File: src/hw/rtl/smpm_pkg.sv
`timescale 1ns / 1ps
// ============================================================================
// Stick median pulse mapper package
// Shared widths, constants, register indexes and control structures.
// ============================================================================
package smpm_pkg;

   localparam int SAMPLE_W      = 12;
   localparam int PULSE_W       = 11;
   localparam int SPAN_W        = 9;
   localparam int NUM_W         = SAMPLE_W + SPAN_W;
   localparam int STEP_W        = $clog2(NUM_W + 1);
   localparam int BURST_LEN_DEF = 10;
   localparam int CSR_IDX_W     = 2;
   localparam int REQ_DATA_W    = 16;
   localparam int RSP_DATA_W    = 24;

   localparam logic [SPAN_W-1:0]  PULSE_SPAN = SPAN_W'(500);
   localparam logic [PULSE_W-1:0] PULSE_MIN  = PULSE_W'(1000);
   localparam logic [PULSE_W-1:0] PULSE_MID  = PULSE_W'(1500);
   localparam logic [PULSE_W-1:0] PULSE_MAX  = PULSE_W'(2000);
   localparam logic [PULSE_W:0]   PULSE_SUM  = (PULSE_W + 1)'(3000);

   localparam logic [SAMPLE_W-1:0] CAL_LOW_RST    = SAMPLE_W'(0);
   localparam logic [SAMPLE_W-1:0] CAL_CENTER_RST = SAMPLE_W'(2048);
   localparam logic [SAMPLE_W-1:0] CAL_HIGH_RST   = SAMPLE_W'(4095);

   localparam logic [CSR_IDX_W-1:0] CSR_CAL_LOW    = 2'd0;
   localparam logic [CSR_IDX_W-1:0] CSR_CAL_CENTER = 2'd1;
   localparam logic [CSR_IDX_W-1:0] CSR_CAL_HIGH   = 2'd2;
   localparam logic [CSR_IDX_W-1:0] CSR_INVERT     = 2'd3;

   typedef struct packed {
      logic insert;
      logic shift;
      logic load_med;
      logic load_clamp;
      logic load_mul;
      logic div_step;
      logic load_rsp;
   } cmd_type;

   typedef struct packed {
      logic shift_done;
      logic div_done;
      logic flat;
      logic rsp_busy;
   } status_type;

endpackage

File: src/hw/rtl/smpm_ctrl.sv
`timescale 1ns / 1ps
// ============================================================================
// Stick median pulse mapper controller
// Sequences sample insertion, median selection, clamp, scale, divide and map.
// ============================================================================
module smpm_ctrl (
   input  logic                clock,
   input  logic                reset,
   input  logic                req_tvalid,
   input  logic                req_tlast,
   output logic                req_tready,
   input  smpm_pkg::status_type status,
   output smpm_pkg::cmd_type    cmd
);
   import smpm_pkg::*;

   localparam logic [2:0] ST_IDLE  = 3'd0;
   localparam logic [2:0] ST_SHIFT = 3'd1;
   localparam logic [2:0] ST_MED   = 3'd2;
   localparam logic [2:0] ST_CLAMP = 3'd3;
   localparam logic [2:0] ST_MUL   = 3'd4;
   localparam logic [2:0] ST_DIV   = 3'd5;
   localparam logic [2:0] ST_MAP   = 3'd6;

   logic [2:0] state_ff;
   logic [2:0] state_in;

   assign req_tready = (state_ff == ST_IDLE);

   always_comb begin
      state_in = state_ff;
      cmd      = '0;
      case (state_ff)
         ST_IDLE: begin
            if (req_tvalid) begin
               cmd.insert = 1'b1;
               if (req_tlast) begin
                  state_in = ST_SHIFT;
               end
            end
         end
         ST_SHIFT: begin
            if (status.shift_done) begin
               state_in = ST_MED;
            end else begin
               cmd.shift = 1'b1;
            end
         end
         ST_MED: begin
            cmd.load_med = 1'b1;
            state_in     = ST_CLAMP;
         end
         ST_CLAMP: begin
            cmd.load_clamp = 1'b1;
            state_in       = ST_MUL;
         end
         ST_MUL: begin
            cmd.load_mul = 1'b1;
            state_in     = status.flat ? ST_MAP : ST_DIV;
         end
         ST_DIV: begin
            if (status.div_done) begin
               state_in = ST_MAP;
            end else begin
               cmd.div_step = 1'b1;
            end
         end
         ST_MAP: begin
            if (!status.rsp_busy) begin
               cmd.load_rsp = 1'b1;
               state_in     = ST_IDLE;
            end
         end
         default: begin
            state_in = ST_IDLE;
         end
      endcase
   end

   always_ff @(posedge clock) begin
      if (reset) begin
         state_ff <= ST_IDLE;
      end else begin
         state_ff <= state_in;
      end
   end

endmodule

File: src/hw/rtl/smpm_dp.sv
`timescale 1ns / 1ps
// ============================================================================
// Stick median pulse mapper datapath
// Sorted sample row, median pick, clamp, scale, serial divider and output.
// ============================================================================
module smpm_dp #(
   parameter int BURST_LEN = smpm_pkg::BURST_LEN_DEF
) (
   input  logic                                clock,
   input  logic                                reset,
   input  logic [smpm_pkg::SAMPLE_W-1:0]       sample,
   input  logic                                final_req,
   input  logic                                csr_valid,
   input  logic [smpm_pkg::CSR_IDX_W-1:0]      csr_index,
   input  logic [smpm_pkg::SAMPLE_W-1:0]       csr_data,
   input  logic                                rsp_tready,
   output logic                                rsp_tvalid,
   output logic [smpm_pkg::SAMPLE_W-1:0]       median,
   output logic [smpm_pkg::PULSE_W-1:0]        pulse_us,
   input  smpm_pkg::cmd_type                   cmd,
   output smpm_pkg::status_type                status
);
   import smpm_pkg::*;

   localparam int CNT_W = $clog2(BURST_LEN + 1);

   logic [SAMPLE_W-1:0] cal_low_ff, cal_center_ff, cal_high_ff;
   logic                invert_ff;

   logic [SAMPLE_W-1:0] row_ff [BURST_LEN];
   logic [SAMPLE_W-1:0] row_in [BURST_LEN];
   logic [BURST_LEN-1:0] le;
   logic [CNT_W-1:0]    fill_ff, fill_in, cnt_new, cnt_less;
   logic [CNT_W-1:0]    shifts_ff, shifts_in;
   logic                even_ff, even_in;

   logic [SAMPLE_W-1:0] med_ff;
   logic [SAMPLE_W:0]   pair_sum;
   logic [SAMPLE_W-1:0] med_in;
   logic [SAMPLE_W-1:0] top_cut, clamped;
   logic [SAMPLE_W-1:0] vc_ff;
   logic                lower_ff, flat_ff;

   logic [SAMPLE_W-1:0] diff, den_in;
   logic [SAMPLE_W-1:0] den_ff;
   logic [NUM_W-1:0]    quo_ff, quo_in;
   logic [SAMPLE_W-1:0] rem_ff, rem_in;
   logic [SAMPLE_W:0]   rem_sh;
   logic                ge;
   logic [STEP_W-1:0]   step_ff;

   logic [NUM_W:0]      pulse_sum;
   logic [PULSE_W-1:0]  pulse_pos;
   logic [PULSE_W:0]    pulse_fin;
   logic                rsp_valid_ff;
   logic [SAMPLE_W-1:0] rsp_med_ff;
   logic [PULSE_W-1:0]  rsp_pulse_ff;

   // Configuration registers.
   always_ff @(posedge clock) begin
      if (reset) begin
         cal_low_ff    <= CAL_LOW_RST;
         cal_center_ff <= CAL_CENTER_RST;
         cal_high_ff   <= CAL_HIGH_RST;
         invert_ff     <= 1'b0;
      end else if (csr_valid) begin
         case (csr_index)
            CSR_CAL_LOW:    cal_low_ff    <= csr_data;
            CSR_CAL_CENTER: cal_center_ff <= csr_data;
            CSR_CAL_HIGH:   cal_high_ff   <= csr_data;
            CSR_INVERT:     invert_ff     <= csr_data[0];
            default:        ;
         endcase
      end
   end

   // The row stays sorted ascending: each new sample slides in behind all
   // stored entries that are not larger. Entries past the fill count are junk.
   always_comb begin
      for (int j = 0; j < BURST_LEN; j++) begin
         le[j] = (CNT_W'(j) < fill_ff) && (row_ff[j] <= sample);
      end
      for (int j = 0; j < BURST_LEN; j++) begin
         row_in[j] = row_ff[j];
         if (cmd.insert && (fill_ff != CNT_W'(BURST_LEN))) begin
            if (le[j]) begin
               row_in[j] = row_ff[j];
            end else if (j == 0) begin
               row_in[j] = sample;
            end else if (le[j-1]) begin
               row_in[j] = sample;
            end else begin
               row_in[j] = row_ff[j-1];
            end
         end else if (cmd.shift) begin
            if (j < BURST_LEN - 1) begin
               row_in[j] = row_ff[j+1];
            end
         end
      end
   end

   always_ff @(posedge clock) begin
      for (int j = 0; j < BURST_LEN; j++) begin
         row_ff[j] <= row_in[j];
      end
   end

   // Fill count and the number of shifts that bring the lower middle to entry 0.
   always_comb begin
      cnt_new   = (fill_ff != CNT_W'(BURST_LEN)) ? fill_ff + CNT_W'(1) : fill_ff;
      cnt_less  = cnt_new - CNT_W'(1);
      fill_in   = fill_ff;
      shifts_in = shifts_ff;
      even_in   = even_ff;
      if (cmd.insert) begin
         if (final_req) begin
            fill_in   = '0;
            shifts_in = cnt_less >> 1;
            even_in   = ~cnt_new[0];
         end else begin
            fill_in = cnt_new;
         end
      end else if (cmd.shift) begin
         shifts_in = shifts_ff - CNT_W'(1);
      end
   end

   always_ff @(posedge clock) begin
      if (reset) begin
         fill_ff <= '0;
      end else begin
         fill_ff <= fill_in;
      end
      shifts_ff <= shifts_in;
      even_ff   <= even_in;
   end

   // Median, then clamp and segment choice.
   assign pair_sum = {1'b0, row_ff[0]} + {1'b0, row_ff[1]};
   assign med_in   = even_ff ? pair_sum[SAMPLE_W:1] : row_ff[0];
   assign top_cut  = (med_ff > cal_high_ff) ? cal_high_ff : med_ff;
   assign clamped  = (top_cut < cal_low_ff) ? cal_low_ff : top_cut;

   always_ff @(posedge clock) begin
      if (cmd.load_med) begin
         med_ff <= med_in;
      end
      if (cmd.load_clamp) begin
         vc_ff    <= clamped;
         lower_ff <= clamped < cal_center_ff;
         flat_ff  <= !(clamped < cal_center_ff) && (cal_high_ff <= cal_center_ff);
      end
   end

   // Scale by the pulse span, then restoring division one quotient bit a cycle.
   assign diff   = lower_ff ? vc_ff - cal_low_ff : vc_ff - cal_center_ff;
   assign den_in = lower_ff ? cal_center_ff - cal_low_ff : cal_high_ff - cal_center_ff;
   assign rem_sh = {rem_ff, quo_ff[NUM_W-1]};
   assign ge     = rem_sh >= {1'b0, den_ff};

   always_comb begin
      rem_in = ge ? SAMPLE_W'(rem_sh - {1'b0, den_ff}) : rem_sh[SAMPLE_W-1:0];
      quo_in = {quo_ff[NUM_W-2:0], ge};
   end

   always_ff @(posedge clock) begin
      if (cmd.load_mul) begin
         quo_ff  <= NUM_W'(diff) * NUM_W'(PULSE_SPAN);
         den_ff  <= den_in;
         rem_ff  <= '0;
         step_ff <= '0;
      end else if (cmd.div_step) begin
         quo_ff  <= quo_in;
         rem_ff  <= rem_in;
         step_ff <= step_ff + STEP_W'(1);
      end
   end

   // Offset, saturation and mirroring.
   always_comb begin
      pulse_sum = {1'b0, quo_ff} + (NUM_W + 1)'(lower_ff ? PULSE_MIN : PULSE_MID);
      if (flat_ff || (pulse_sum > (NUM_W + 1)'(PULSE_MAX))) begin
         pulse_pos = PULSE_MAX;
      end else begin
         pulse_pos = pulse_sum[PULSE_W-1:0];
      end
      pulse_fin = invert_ff ? PULSE_SUM - {1'b0, pulse_pos} : {1'b0, pulse_pos};
   end

   always_ff @(posedge clock) begin
      if (reset) begin
         rsp_valid_ff <= 1'b0;
      end else if (cmd.load_rsp) begin
         rsp_valid_ff <= 1'b1;
      end else if (rsp_tready) begin
         rsp_valid_ff <= 1'b0;
      end
      if (cmd.load_rsp) begin
         rsp_med_ff   <= med_ff;
         rsp_pulse_ff <= pulse_fin[PULSE_W-1:0];
      end
   end

   assign rsp_tvalid = rsp_valid_ff;
   assign median     = rsp_med_ff;
   assign pulse_us   = rsp_pulse_ff;

   assign status.shift_done = (shifts_ff == '0);
   assign status.div_done   = (step_ff == STEP_W'(NUM_W));
   assign status.flat       = flat_ff;
   assign status.rsp_busy   = rsp_valid_ff && !rsp_tready;

endmodule

File: src/hw/rtl/stick_median_pulse_mapper.sv
`timescale 1ns / 1ps
// ============================================================================
// Stick median pulse mapper
// Median of a burst of stick ADC samples, clamped and mapped to a servo pulse.
// ============================================================================
// Usage:
//   The req channel carries one ADC sample per beat; tlast marks the last
//   sample of a burst. Non-final samples are taken one per cycle and slid
//   into a sorted row of up to BURST_LEN entries; extra samples are dropped.
//   After the final beat req_tready stays low while the block works: row
//   shifting, a median step, a clamp step, a scaling multiply, a serial
//   divider (21 quotient bits and a finishing step, skipped on the flat
//   upper segment) and a mapping step.
//   The rsp channel carries median and pulse_us from an output register.
//   While a result waits on a stalled receiver, samples of the next burst
//   are still taken; only the next result waits for the register to empty.
//   The csr channel is always ready and writes the calibration by index;
//   write it only while the block is idle. Reset restores the calibration
//   defaults and empties the sample row.
// ============================================================================
module stick_median_pulse_mapper #(
   parameter int BURST_LEN = smpm_pkg::BURST_LEN_DEF
) (
   input  logic                                 clock,
   input  logic                                 reset,
   input  logic                                 req_tvalid,
   output logic                                 req_tready,
   input  logic [smpm_pkg::REQ_DATA_W-1:0]      req_tdata,  // [11:0] sample
   input  logic                                 req_tlast,
   output logic                                 rsp_tvalid,
   input  logic                                 rsp_tready,
   output logic [smpm_pkg::RSP_DATA_W-1:0]      rsp_tdata,  // [11:0] median, [22:12] pulse_us
   input  logic                                 csr_valid,
   output logic                                 csr_ready,
   input  logic [smpm_pkg::CSR_IDX_W-1:0]       csr_index,
   input  logic [smpm_pkg::SAMPLE_W-1:0]        csr_data
);
   import smpm_pkg::*;

   cmd_type             cmd;
   status_type          status;
   logic [SAMPLE_W-1:0] median;
   logic [PULSE_W-1:0]  pulse_us;

   assign csr_ready = 1'b1;
   assign rsp_tdata = {(RSP_DATA_W - SAMPLE_W - PULSE_W)'(0), pulse_us, median};

   smpm_ctrl u_ctrl (
      .clock      (clock),
      .reset      (reset),
      .req_tvalid (req_tvalid),
      .req_tlast  (req_tlast),
      .req_tready (req_tready),
      .status     (status),
      .cmd        (cmd)
   );

   smpm_dp #(
      .BURST_LEN (BURST_LEN)
   ) u_dp (
      .clock      (clock),
      .reset      (reset),
      .sample     (req_tdata[SAMPLE_W-1:0]),
      .final_req  (req_tlast),
      .csr_valid  (csr_valid),
      .csr_index  (csr_index),
      .csr_data   (csr_data),
      .rsp_tready (rsp_tready),
      .rsp_tvalid (rsp_tvalid),
      .median     (median),
      .pulse_us   (pulse_us),
      .cmd        (cmd),
      .status     (status)
   );

endmodule
File: config.mk
export PLATFORM = sky130hd
export DESIGN_NAME = stick_median_pulse_mapper
export DESIGN_NICKNAME = d
export VERILOG_FILES = /design/src/hw/rtl/smpm_pkg.sv /design/src/hw/rtl/smpm_ctrl.sv /design/src/hw/rtl/smpm_dp.sv /design/src/hw/rtl/stick_median_pulse_mapper.sv
export SDC_FILE = /design/constraint.sdc
export NUM_CORES = 1
export LEC_CHECK = 0
export ABC_AREA = 1
export BUFFER_PORTS_ARGS = -buffer_cell sky130_fd_sc_hd__buf_2
export CAP_MARGIN = 30
export CORE_MARGIN = 2
export CORE_UTILIZATION = 64
export CTS_CLUSTER_SIZE = 16
export DETAILED_ROUTE_END_ITERATION = 6
export GPL_ROUTABILITY_DRIVEN = 0
export GPL_TIMING_DRIVEN = 0
export PLACE_DENSITY = 0.79
export SLEW_MARGIN = 20
export SYNTH_ARGS = -nofsm -noshare
export SYNTH_HDL_FRONTEND = slang
export SYNTH_SLANG_ARGS = --single-unit
File: constraint.sdc
create_clock -name clock -period 8.95 [get_ports clock]
set_clock_uncertainty 0.2 [all_clocks]
set_input_delay 1.79 -clock clock [delete_from_list [all_inputs] [get_ports clock]]
set_output_delay 1.79 -clock clock [all_outputs]
set_load 0.1 [all_outputs]
==> results of run 1 <==
[power groups by stage]
stage / Sequential (uW) / Clock, uW / Combinational [uW]
2_1_floorplan: 2370 / 0 / 4350
3_3_place_gp: 2480 / 0 / 5370
3_5_place_dp: 2480 / 0 / 5640
4_1_cts: 2460 / 1290 / 5700
5_1_grt: 2510 / 1340 / 6530
6_report: 2480 / 1280 / 5780
[state kept, by name, summed over array words and instances (netlist names)]
name and flops:
u_ctrl.state_ff 3, u_dp.cal_center_ff 12, u_dp.cal_high_ff 12, u_dp.cal_low_ff 12, u_dp.den_ff 12, u_dp.even_ff 1, u_dp.fill_ff 4, u_dp.flat_ff 1
u_dp.invert_ff 1, u_dp.lower_ff 1, u_dp.med_ff 12, u_dp.median 12, u_dp.pulse_us 11, u_dp.quo_ff 21, u_dp.rem_ff 12, u_dp.row_ff 120
u_dp.rsp_tvalid 1, u_dp.shifts_ff 4, u_dp.step_ff 5, u_dp.vc_ff 12
[cells by family (layout without fill, tap and decap cells)]
kind of cell,Yosys count,count (layout),synth area share [%]
adder cells (fa/ha/maj),306,306,20.1
AO/OA/AOI/OAI,572,572,16.0
AND/OR/NAND/NOR,822,822,16.9
buffers and inverters,399,522,7.43
XOR/XNOR,68,68,3.03
multiplexers,2,2,0.0980
other,2,2,0.0368
flip-flops,269,269,36.4
[cell usage in the layout, fill, tap and decap left out, drive strengths merged, types with 24 or more instances in the layout]
cell    count
o21ai     206
a21oi     175
nand4      30
xor2       50
nor3       29
dfxtp      64
inv       326
clkbuf     99
o22ai     105
nand2     560
nand3      51
o211ai     24
buf        73
edfxtp    205
nor2      137
ha        269
fa         37
[cell type report]
class	count	area, um^2
Multi-Input combinational cell	1772	11500
Clock buffer	35	790
Sequential cell	269	7440
Timing Repair Buffer	67	369
Clock inverter	21	229
Fill cell	2456	9150
Inverter	329	1240
Tap cell	402	503
Buffer	70	280
[Yosys cell counts (4+ instances only)]
| library cell | n |
|---|---|
| nand2_1 | 548 |
| o21bai_1 | 12 |
| xor2_1 | 47 |
| nor2_2 | 4 |
| nand3_1 | 47 |
| nor2_4 | 4 |
| o21ai_0 | 188 |
| nand3b_1 | 7 |
| ha_1 | 269 |
| inv_1 | 320 |
| nand4_1 | 28 |
| o21ai_1 | 17 |
| edfxtp_1 | 205 |
| o211ai_1 | 24 |
| nand2_2 | 7 |
| inv_2 | 4 |
| nor3_1 | 26 |
| dfxtp_1 | 64 |
| nand2_4 | 5 |
| a21o_1 | 8 |
| o31ai_1 | 4 |
| clkinv_1 | 4 |
| xnor2_1 | 18 |
| o22ai_1 | 105 |
| o2111ai_1 | 9 |
| clkbuf_1 | 63 |
| fa_1 | 37 |
| a31oi_1 | 5 |
| a21oi_1 | 172 |
| nor2_1 | 129 |
[metal layers]
metal / vias to the layer above / track usage, % / share of wire, %
li1: 8582 / - / -
met1: 8353 / 40.3 / 41
met2: 760 / 55.3 / 49
met3: 166 / 3.91 / 6.6
met4: 0 / 13.2 / 4.0
met5: - / 0 / 0
[path summary, 6_finish.rpt]
kind	depth (start not counted)	to	start
worst max-delay path	34	u_dp.quo_ff[19]	u_dp.lower_ff
worst min-delay path	1	u_dp.step_ff[4]	u_dp.step_ff[4]
worst max register to register	34	u_dp.quo_ff[19]	u_dp.lower_ff
worst min register to register	1	u_dp.step_ff[4]	u_dp.step_ff[4]
[metrics by stage]
step | worst slack (ns) | hold slack [ns] | total power (uW) | instance area [um^2]
global route | 0.434 | 0.306 | 10400 | 22300
global placement | 1.31 | 0.251 | 7850 | 21200
detailed placement | 1.20 | 0.262 | 8120 | 21300
floorplan | 2.35 | 0.223 | 6720 | 20400
CTS | 1.12 | 0.272 | 9440 | 22300
finish | 1.09 | 0.278 | 9530 | 22300
==> out/results.tsv, run 1 <==
stage	metric	value	unit
routing	routedWlPerCell	18.0	um
worst_setup_path	crit_path_start_kind	flip-flop	
logic_synthesis	syn_inst	2440	
timing	worstMarginPinSlew	0.917	ns
logic_synthesis	async_flop_share	0	%
clock_network	htreeDepth	1	
power_and_ir_drop	peakVddDrop	454	uV
worst_setup_path	cp_slowest_cell	edfxtp_1	
placed_design	dp_hpwl	41.7	mm
worst_hold_path	hold_path_class	flip-flop to flip-flop	
cells_and_area	drive_gt1_share	6.63	%
worst_setup_path	arrival	7.99	ns
logic_synthesis	synthesis.nets	2782	
logic_synthesis	synth_top_flop_cell	edfxtp_1	
power_and_ir_drop	leakagePower	0.0104	uW
global_routing	grt.overflow.total	0	
placed_design	place_inst	2908	
worst_setup_path	cp_slowest_stage_delay	0.56	ns
cells_and_area	area_growth	9.30	%
global_routing	track_usage	31.8	%
floorplan	die_y	183	um
timing	layout_worst_path_cycle_share	87.8	%
routing	ant_nets	0	
worst_setup_path	critPathBufInv	8	
logic_synthesis	synth.area.top_cells	edfxtp_1 30%, ha_1 16%, nand2_1 10%	
clock_network	cts_setup_buffers	0	
clock_network	cts-resized-gates	0	
floorplan	chipWidth	183	um
timing	layout_min_cycle_time	7.86	ns
worst_setup_path	crit_top_cell	inv_1	
logic_synthesis	ys_seq_area_share	36.4	%
routing	drc	0	
floorplan	die_area	33400	um^2
logic_synthesis	syn_area_per_cell	8.37	um^2
global_routing	grt_pass1_wl	85.7	mm
timing	max_freq	0.127	GHz
clock_network	postCtsHoldBufs	0	
floorplan	initial_core_util	64.9	%
worst_setup_path	critPathMaxFanout	10	
logic_synthesis	synth_edf_count	205	
routing	drt_wl_total	53.3	mm
logic_synthesis	synth_top_cell_area_share	30.1	%
power_and_ir_drop	power_density	427	nW/um^2
logic_synthesis	synth.distinct_cells	63	
status	status	finished clean	
flow_run	drv_cap	0	
routing	viasPerCell	6.02	
power_and_ir_drop	power_frac_clock	13.4	%
logic_synthesis	ys_ff_latch	269	
timing	final_max_slew_viol_count	0	
global_routing	grt_pass1_vias	17600	
cells_and_area	final_cells	2965	
timing	hold_viol_final	0	
routing	drtIter0Drc	1605	
clock_network	clkSinkCount	269	
power_and_ir_drop	switchingPower	4540	uW
power_and_ir_drop	switching_share	47.7	%
timing	setup_viol	0	
worst_setup_path	path_class	flip-flop to flip-flop	
worst_setup_path	cp.required	9.08	ns
clock_network	cts_tree	built	
floorplan	pin_count	63	
worst_setup_path	end_kind	flip-flop	
worst_setup_path	critical-path-top-delay-family	adder cells	
power_and_ir_drop	seqPwrFrac	26.0	%
power_and_ir_drop	p_int	4990	uW
routing	vias	17900	
timing	tns	0	ns
cells_and_area	final_util	70.9	%
clock_network	cts_buffers	30	
clock_network	insertion_delay	0.59	ns
clock_network	path_clk_slew	0.06	ns
worst_setup_path	r2r_setup_slack	1.09	ns
power_and_ir_drop	combPwrFrac	60.6	%
timing	rsz0062_at_grt	no	
logic_synthesis	synth.cell_area	20400	um^2
placed_design	io_buffers	55	
logic_synthesis	ys_warn_count	0	
timing	slew_headroom	38.7	%
floorplan	num_rows	65	
cells_and_area	nets	2881	
global_routing	grt_max_degree	23	
clock_network	cts_root_buffer	clkbuf_16	
floorplan	core	31500	um^2
routing	dr.pass1.iters	5	
cells_and_area	diodes	0	
logic_synthesis	yosysTopAreaCell	edfxtp_1	
global_routing	antenna_found_initial	0	
clock_network	clockBufferDepth	3	
Power figures use the tool's default switching activity.
==> run 2: changes to the inputs <==
CORE_MARGIN = default   (was 2)
CTS_BUF_LIST = sky130_fd_sc_hd__clkbuf_16   (was default)
==> out/results.tsv, run 2 (synthesis gave the netlist of run 1 again) <==
stage	metric	value	unit	change
floorplan	core	31500	um^2	unchanged
worst_setup_path	end_kind	flip-flop		
timing	final_max_slew_viol_count	0		unchanged
timing	max_freq	0.126	GHz	-0.60%
cells_and_area	top_regs	u_dp.row_ff: 120 flops, u_dp.quo_ff: 21 flops		
worst_setup_path	cp.required	9.09	ns	about the same
timing	rsz0062_at_grt	no		
floorplan	initial_core_util	64.9	%	unchanged
flow_run	drv_cap	0		unchanged
clock_network	clockBufferDepth	3		unchanged
clock_network	htreeDepth	1		unchanged
clock_network	cts_setup_buffers	0		unchanged
worst_setup_path	r2r_start	u_dp.lower_ff		
worst_setup_path	cp_slowest_stage_delay	0.59	ns	+0.03 ns
worst_setup_path	crit_top_cell	inv_1		
worst_setup_path	cp_slowest_cell	xor2_1		
placed_design	io_buffers	55		unchanged
timing	layout_worst_path_cycle_share	88.4	%	+0.53 points
worst_setup_path	arrival	8.05	ns	+0.06 ns
worst_hold_path	worstHoldStart	u_dp.step_ff[4]		
power_and_ir_drop	switching_share	48.1	%	+0.46 points
cells_and_area	n_fill_cell	2455		-0.041%
clock_network	cts_root_buffer	clkbuf_16		
worst_hold_path	hold_path_class	flip-flop to flip-flop		
power_and_ir_drop	combPwrFrac	61.0	%	+0.4 points
worst_setup_path	path_class	flip-flop to flip-flop		
global_routing	track_usage	33.0	%	+1.2 points
power_and_ir_drop	p_int	4990	uW	about the same
cells_and_area	diodes	0		unchanged
timing	layout_min_cycle_time	7.91	ns	+0.0478 ns
global_routing	grt.overflow.total	0		unchanged
status	violations	DRC		
cells_and_area	layout_common_cells	548 x nand2_1, 325 x inv_1, 269 x ha_1		
global_routing	grt_max_degree	23		unchanged
routing	vias	18100		+1.1%
global_routing	grt_pass1_wl	86.8	mm	+1.2%
clock_network	cts_tree	built		
routing	routedWlPerCell	18.2	um	+1.0%
cells_and_area	area_growth	9.31	%	about the same
routing	drtIter0Drc	1446		-9.9%
clock_network	cts-resized-gates	0		unchanged
timing	setup_viol	0		unchanged
status	status	complete, but fails checks		
power_and_ir_drop	peakVddDrop	493	uV	+8.5%
cells_and_area	mostFrequentLayoutCell	nand2_1		
timing	slew_headroom	46.7	%	+8.0 points
worst_setup_path	crit_start	u_dp.lower_ff		
routing	drt_wl_total	53.9	mm	+1.0%
floorplan	die_area	32600	um^2	-2.2%
cells_and_area	nets	2882		+0.035%
floorplan	num_rows	65		unchanged
worst_setup_path	critPathMaxFanout	10		unchanged
floorplan	pin_count	63		unchanged
floorplan	die_y	181	um	-1.1%
power_and_ir_drop	power_frac_clock	13.2	%	-0.2 points
routing	dr.pass1.iters	7		+2
power_and_ir_drop	power	9620	uW	+0.91%
clock_network	path_clk_slew	0.06	ns	about the same
power_and_ir_drop	switchingPower	4630	uW	+1.9%
power_and_ir_drop	leakagePower	0.0105	uW	+0.16%
timing	tns	0	ns	unchanged
clock_network	clkSinkCount	269		unchanged
floorplan	chipWidth	181	um	-1.1%
timing	hold_viol_final	0		unchanged
power_and_ir_drop	seqPwrFrac	25.8	%	-0.2 points
clock_network	postCtsHoldBufs	0		unchanged
worst_setup_path	crit_path_start_kind	flip-flop		
cells_and_area	drive_gt1_share	6.51	%	-0.12 points
routing	viasPerCell	6.09		+1.1%
routing	ant_nets	0		unchanged
clock_network	cts_buffers	30		unchanged
clock_network	insertion_delay	0.59	ns	about the same
power_and_ir_drop	power_density	431	nW/um^2	+0.90%
timing	worstMarginPinSlew	0.797	ns	-0.120 ns
routing	drc	1		+1
global_routing	grt_pass1_vias	17800		+1.4%
cells_and_area	top_register	u_dp.row_ff		
placed_design	dp_hpwl	41.8	mm	+0.30%
cells_and_area	largest_reg_flops	120		unchanged
global_routing	antenna_found_initial	0		unchanged
-- run 2: layout make-up --
cell class                      instances  area, um^2  area share, %
Multi-Input combinational cell       1772       11500           51.4
Sequential cell                       269        7440           33.3
Inverter                              329        1240           5.54
Clock buffer                           34         851           3.81
Tap cell                              402         503           2.25
Timing Repair Buffer                   68         384           1.72
Buffer                                 70         280           1.26
Clock inverter                         22         154          0.689
-- run 2: layer usage --
layer / GRT usage [%] / wire, um / part of all wire (%)
met1: 40.8 / 21400 / 40
met2: 57.2 / 26100 / 49
met3: 3.94 / 3730 / 6.9
met4: 16.2 / 2580 / 4.8
met5: 0 / 0 / 0
-- run 2: path summary, 6_finish.rpt --
path	endpoint	slack, ns	cells past startpoint
worst max-delay path	u_dp.quo_ff[20]	1.04	32
worst min-delay path	u_dp.step_ff[4]	0.27	1
worst max register to register	u_dp.quo_ff[20]	1.04	32
worst min register to register	u_dp.step_ff[4]	0.27	1
-- run 2: through the flow --
stage	hold WS [ns]	std cells	setup WS, ns	utilization, %	instance area, um^2
6_report	0.268	2966	1.04	70.9	22300
5_1_grt	0.306	2966	0.477	70.9	22300
4_1_cts	0.272	2964	1.13	70.9	22300
3_5_place_dp	0.262	2908	1.25	67.7	21300
3_3_place_gp	0.251	2897	1.30	67.4	21200
2_1_floorplan	0.223	2440	2.35	-	20400
-- run 2: power groups by stage --
| stage | combinational (uW) | clock, uW | sequential (uW) |
|---|---|---|---|
| after floorplan | 4350 | 0 | 2370 |
| after global placement | 5370 | 0 | 2490 |
| after CTS | 5780 | 1280 | 2470 |
| after detailed placement | 5650 | 0 | 2490 |
| final | 5870 | 1270 | 2480 |
| after global routing | 6600 | 1320 | 2520 |
-- run 2: critical path: cells and delay by family (launching register included) --
kind,cells,cell delay [ns]
buf+inv,7,1.23
simple gates,8,0.84
fa+ha+maj,7,2.67
flops,1,0.55
xor+xnor,2,0.69
compound gates,8,1.48
